File: src/hw/rtl/mhds_pkg.sv
package mhds_pkg;

	localparam logic [1:0] REQ_INSERT = 2'd0;
	localparam logic [1:0] REQ_DELETE = 2'd1;
	localparam logic [1:0] REQ_SORT   = 2'd2;

	localparam logic [1:0] ST_OK       = 2'd0;
	localparam logic [1:0] ST_FULL     = 2'd1;
	localparam logic [1:0] ST_NOTFOUND = 2'd2;
	localparam logic [1:0] ST_EMPTY    = 2'd3;

	localparam logic [3:0] OP_NONE   = 4'd0;
	localparam logic [3:0] OP_INSERT = 4'd1;
	localparam logic [3:0] OP_SCAN   = 4'd2;
	localparam logic [3:0] OP_DELSWP = 4'd3;
	localparam logic [3:0] OP_SD     = 4'd4;
	localparam logic [3:0] OP_SU     = 4'd5;
	localparam logic [3:0] OP_BUILD  = 4'd6;
	localparam logic [3:0] OP_EXTR   = 4'd7;
	localparam logic [3:0] OP_EMIT   = 4'd8;
	localparam logic [3:0] OP_START  = 4'd9;

	typedef struct packed {
		logic [3:0] op;
		logic       start;
	} cmd_t;

	typedef struct packed {
		logic done;
		logic found;
		logic full;
		logic empty;
		logic more;
		logic multi;
	} sts_t;

endpackage

File: src/hw/rtl/mhds_ctrl.sv
module mhds_ctrl (
	input  logic                clk,
	input  logic                arst_n,
	input  logic                valid_in,
	input  logic [1:0]          req_type,
	output logic                busy,
	output mhds_pkg::cmd_t      cmd,
	input  mhds_pkg::sts_t      sts,
	input  logic                out_stall,
	output logic                out_valid,
	output logic [1:0]          out_status,
	output logic                out_last,
	output logic                out_is_item
);

	localparam logic [2:0] S_IDLE = 3'd0;
	localparam logic [2:0] S_RUN  = 3'd1;
	localparam logic [2:0] S_OUT  = 3'd2;
	localparam logic [2:0] S_EOUT = 3'd3;
	localparam logic [2:0] S_EWT  = 3'd4;

	logic [2:0] state_q;
	logic [3:0] op_q;
	logic       start_q;
	logic [1:0] stat_q;
	logic       last_q;
	logic       item_q;

	assign busy = (state_q != S_IDLE);
	assign cmd.op = op_q;
	assign cmd.start = start_q;
	assign out_valid = (state_q == S_OUT) || (state_q == S_EOUT);
	assign out_status = stat_q;
	assign out_last = last_q;
	assign out_is_item = item_q;

	always_ff @(posedge clk or negedge arst_n) begin
		if (!arst_n) begin
			state_q <= S_IDLE;
			op_q <= mhds_pkg::OP_NONE;
			start_q <= 1'b0;
			stat_q <= mhds_pkg::ST_OK;
			last_q <= 1'b0;
			item_q <= 1'b0;
		end else begin
			start_q <= 1'b0;
			unique case (state_q)
				S_IDLE: begin
					if (valid_in) begin
						stat_q <= mhds_pkg::ST_OK;
						last_q <= 1'b1;
						item_q <= 1'b0;
						state_q <= S_RUN;
						start_q <= 1'b1;
						unique case (req_type)
							mhds_pkg::REQ_INSERT: begin
								if (sts.full) begin
									stat_q <= mhds_pkg::ST_FULL;
									state_q <= S_OUT;
									start_q <= 1'b0;
								end else op_q <= mhds_pkg::OP_INSERT;
							end
							mhds_pkg::REQ_DELETE: begin
								if (sts.empty) begin
									stat_q <= mhds_pkg::ST_NOTFOUND;
									state_q <= S_OUT;
									start_q <= 1'b0;
								end else op_q <= mhds_pkg::OP_SCAN;
							end
							mhds_pkg::REQ_SORT: begin
								if (sts.empty) begin
									stat_q <= mhds_pkg::ST_EMPTY;
									state_q <= S_OUT;
									start_q <= 1'b0;
								end else if (sts.multi) begin
									op_q <= mhds_pkg::OP_BUILD;
								end else begin
									op_q <= mhds_pkg::OP_EMIT;
								end
							end
							default: begin
								state_q <= S_OUT;
								start_q <= 1'b0;
							end
						endcase
					end
				end
				S_RUN: begin
					if (!start_q && sts.done) begin
						unique case (op_q)
							mhds_pkg::OP_SCAN: begin
								if (sts.found) begin
									op_q <= mhds_pkg::OP_DELSWP;
									start_q <= 1'b1;
								end else begin
									stat_q <= mhds_pkg::ST_NOTFOUND;
									state_q <= S_OUT;
								end
							end
							mhds_pkg::OP_DELSWP: begin
								if (sts.found) begin
									op_q <= mhds_pkg::OP_SD;
									start_q <= 1'b1;
								end else state_q <= S_OUT;
							end
							mhds_pkg::OP_SD: begin
								op_q <= mhds_pkg::OP_SU;
								start_q <= 1'b1;
							end
							mhds_pkg::OP_BUILD: begin
								op_q <= mhds_pkg::OP_EXTR;
								start_q <= 1'b1;
							end
							mhds_pkg::OP_EXTR: begin
								op_q <= mhds_pkg::OP_EMIT;
								start_q <= 1'b1;
							end
							mhds_pkg::OP_EMIT: begin
								item_q <= 1'b1;
								last_q <= !sts.more;
								state_q <= S_EOUT;
							end
							default: state_q <= S_OUT;
						endcase
					end
				end
				S_OUT: begin
					if (!out_stall) begin
						state_q <= S_IDLE;
						item_q <= 1'b0;
					end
				end
				S_EOUT: begin
					if (!out_stall) begin
						if (last_q) begin
							state_q <= S_IDLE;
							item_q <= 1'b0;
						end else begin
							op_q <= mhds_pkg::OP_START;
							state_q <= S_EWT;
						end
					end
				end
				default: begin
					op_q <= mhds_pkg::OP_EMIT;
					state_q <= S_RUN;
				end
			endcase
		end
	end

endmodule

File: config.mk
export PLATFORM = sky130hd
export DESIGN_NAME = mhds_ctrl
export DESIGN_NICKNAME = d
export VERILOG_FILES = /design/src/hw/rtl/mhds_pkg.sv /design/src/hw/rtl/mhds_ctrl.sv
export SDC_FILE = /design/constraint.sdc
export NUM_CORES = 1
export LEC_CHECK = 0
export ABC_CLOCK_PERIOD_IN_PS = 2400
export BUFFER_PORTS_ARGS = -buffer_cell sky130_fd_sc_hd__buf_4
export CORE_MARGIN = 1.5
export CORE_UTILIZATION = 55
export CTS_CLUSTER_SIZE = 30
export DETAILED_ROUTE_END_ITERATION = 8
export HOLD_SLACK_MARGIN = 0.15
export PLACE_DENSITY_LB_ADDON = 0.05
export RECOVER_POWER = 50
export SLEW_MARGIN = 20
export SYNTH_ARGS = -nofsm -noshare
export SYNTH_HDL_FRONTEND = slang
export SYNTH_SLANG_ARGS = --single-unit
File: constraint.sdc
create_clock -name clk -period 2.4 [get_ports clk]
set_input_delay 0.12 -clock clk [delete_from_list [all_inputs] [get_ports clk]]
set_output_delay 0.12 -clock clk [all_outputs]
set_load 0.02 [all_outputs]
==> results by group <==
Setup path
  – Crit-path max FO: 14
  – Worst EP arrival: 1.93 ns
  – Crit path launch type: register
  – Setup CP Type: reg2reg
  – Crit. End Element: register
  – WP data required: about 2.6 ns

Drt
  – Residual DRC count: 0
  – Antenna viol nets, final: 0
  – Routed WL: 2420 µm
  – Iter 0 DRT Violations: 38
  – DR pass1 iterations: 4
  – DR vias: 1,001
  – WL/cell: approximately 15 µm
  – Via density: 6.30

Logic synthesis
  – Combinational family with the most area after synthesis: compound AO/OA/AOI/OAI gates
  – Synth Area in XOR/XNOR: 0%
  – Synthesized netlist cell count: between 100 and 150
  – Mux share of post-synthesis cell area: 3.94%
  – Sequential area share after synthesis: 29.6%
  – Mapped Area: between 1000 and 1500 µm²
  – Cell taking the most area after synthesis: dfrtp_1
  – #FFs+latches synth: 12
  – Synth Warn #: 0
  – Synth top area share: ~30%
  – Largest cells by area after synthesis: dfrtp_1 30%, ha_1 4.9%, inv_1 4.4%
  – Synthesized net count: between 100 and 150
  – Synth Area in Adders: 4.93%
  – Post-synthesis compound-gate area fraction: between 20 and 30%
  – Post-synthesis simple-gate area fraction: 26.5%
  – Number of distinct library cells after synthesis: 48
  – Syn avg cell area: 9.15 µm²

Timing
  – Final Critical Period: 1.76 ns
  – Final Hold Fails: 0
  – Worst-Margin Slew: 0.647 ns
  – Worst hold slack: 0.149 ns
  – RSZ-0062 raised after global routing: false
  – Endpoints failing setup: 0
  – Slew Viols, Final: 0
  – Max frequency: 0.567 GHz
  – Fin crit share: 73.5%
  – Worst rel slew slack: 56.9%
  – Clock skew: between 0.0002 and 0.0003 ns
  – TNS Setup: 0 ns

Layout
  – Area of the multi-input gates: ~640 µm²
  – Most frequent cells in the layout: 16 x buf_4, 12 x inv_1, 12 x dfrtp_1
  – Post-route cell area: 1200 µm²
  – # diodes: 0
  – Reg area: 300 µm²
  – Commonest non-fill, non-tap cell in the layout: buf_4
  – Non-Filler Instances: around 160
  – Area Growth Syn to Fin: 18.5%
  – Fill count: 150
  – Final Net Count: 152
  – Ratio of cells with drive above 1 in the final layout: 23.1%

Clocking
  – Cts bufs inserted: 3
  – Root Buffer: clkbuf_4
  – PostCTS Resize Cnt: 0
  – Clock slew at reported path FFs: 0.07 ns
  – Longest Clk Path Bufs: 2
  – CTS tree: built
  – Clk_lat worst skew: roughly 0.27 ns
  – Clock sink total: 12
  – H-tree levels: 1

Power
  – VDD IR-drop max: 649 µV
  – P per Cell Area: 1160 nW/µm²
  – Leakage: 0.540 nW

Worst hold path
  – HP Class: in2reg

Floorplan
  – DIE HEIGHT: 46.0 µm
  – I/O pin cnt: 23
  – DIE AREA: approximately 2100 µm²
  – Core box area: ~1700 µm²
  – Die Span X: between 40 and 50 µm
  – FP Rows: 15
  – Starting Density: 58.8%

Global routing
  – Largest net degree at the start of global routing: 15
  – Initial antenna violation count: 0
  – Global-route wire length before repair: between 3000 and 4000 µm
  – Vias in the first global route: 897
  – All-layer global routing usage: 25.3%
  – Remaining Overflow, GRT: 0

Flow run
  – Max-cap violations: 0

Place
  – GP Congestion: 0.875
  – Area post-placement: 1180 µm²
  – Post-detail-place hpwl: 1890 µm
  – Inst Count DP: 154
  – Port Buf Inserts: 22

Status
  – Status: complete, no violations
-- worst max-delay path, cell delays in order (launching register included) --
cell and delay [ns]:
dfrtp_1 0.65, nand2b_4 0.10, or3_4 0.42, o2111ai_4 0.15
mux2_4 0.33
-- sequential cells by signal, indices dropped and copies added, names as in the netlist --
register	cells
state_q	3
out_status	2
start_q	1
out_is_item	1
op_q	4
out_last	1
-- cells by family (layout without fill, tap and decap cells) --
logic type,after synthesis,in the layout
and+or+nand+nor,40,40
AOI/OAI and AO/OA,36,36
muxes,3,3
DFF,12,12
buffers and inverters,16,39
adders and majority gates,4,4
-- final cells by class --
class	count	share of cell area, %
Clock buffer	3	1.87
Inverter	12	3.74
Multi-Input combinational cell	83	53.3
Sequential cell	12	24.9
Tap cell	25	2.60
Timing Repair Buffer	24	13.5
-- metal layers --
metal	routed length (µm)	vias to the layer above	track usage (%)	share of wire (%)
met4	34	0	10.9	1.4
met3	172	7	3.57	7.1
met1	1010	480	33.4	42
met5	0	-	0	0
met2	1200	46	40.6	50
li1	-	468	-	-
-- Yosys cell counts (all sizes together) --
cell	number
a2111o	1
a211oi	3
a21boi	1
a21o	1
a21oi	8
a22oi	3
a2bb2oi	1
a31oi	1
a32o	1
a41o	3
and3b	3
buf	4
dfrtp	12
ha	4
inv	12
mux2	2
mux2i	1
nand2	4
nand2b	2
nand3	4
nand4	1
nor2	4
nor2b	6
nor3	4
nor3b	3
nor4b	2
nor4bb	1
o2111ai	1
o211ai	1
o21ai	6
o221ai	1
o22a	1
o311ai	1
o32ai	1
o41ai	1
or2	3
or3	3
-- stage by stage --
step,util [%],power [mW],setup WS [ns]
2_1_floorplan,-,1.04,0.684
3_3_place_gp,68.6,1.26,0.651
3_5_place_dp,68.6,1.28,0.636
4_1_cts,71.0,1.41,0.652
5_1_grt,69.7,1.50,0.495
6_report,69.7,1.40,0.637
-- final timing paths --
check | startpoint | to | cells after the start | slack (ns)
min in group asynchronous | arst_n | start_q$_DFF_PN0_ | 2 | 0.39
worst max register to register | state_q[0]$_DFFE_PN0P_ | op_q[3]$_DFFE_PN0P_ | 4 | 0.64
worst max-delay path | state_q[0]$_DFFE_PN0P_ | op_q[3]$_DFFE_PN0P_ | 4 | 0.64
max in group asynchronous | arst_n | op_q[3]$_DFFE_PN0P_ | 2 | 1.60
worst min-delay path | sts[1] | out_last$_DFFE_PN0P_ | 3 | 0.15
worst min register to register | out_status[0]$_DFFE_PN0P_ | out_status[0]$_DFFE_PN0P_ | 2 | 0.52
-- where the power goes --
part	leakage, nW	internal (mW)	switching [mW]
Combinational	0.377	0.389	0.454
Clock	0.0138	0.0582	0.0640
Sequential	0.149	0.278	0.158
-- what timing repair did --
action	4_1_cts	5_1_grt
hold endpoints to repair	13	0
buffers inserted	0	0
hold buffers	2	0
Note: power is estimated with default switching activity, not from simulation.
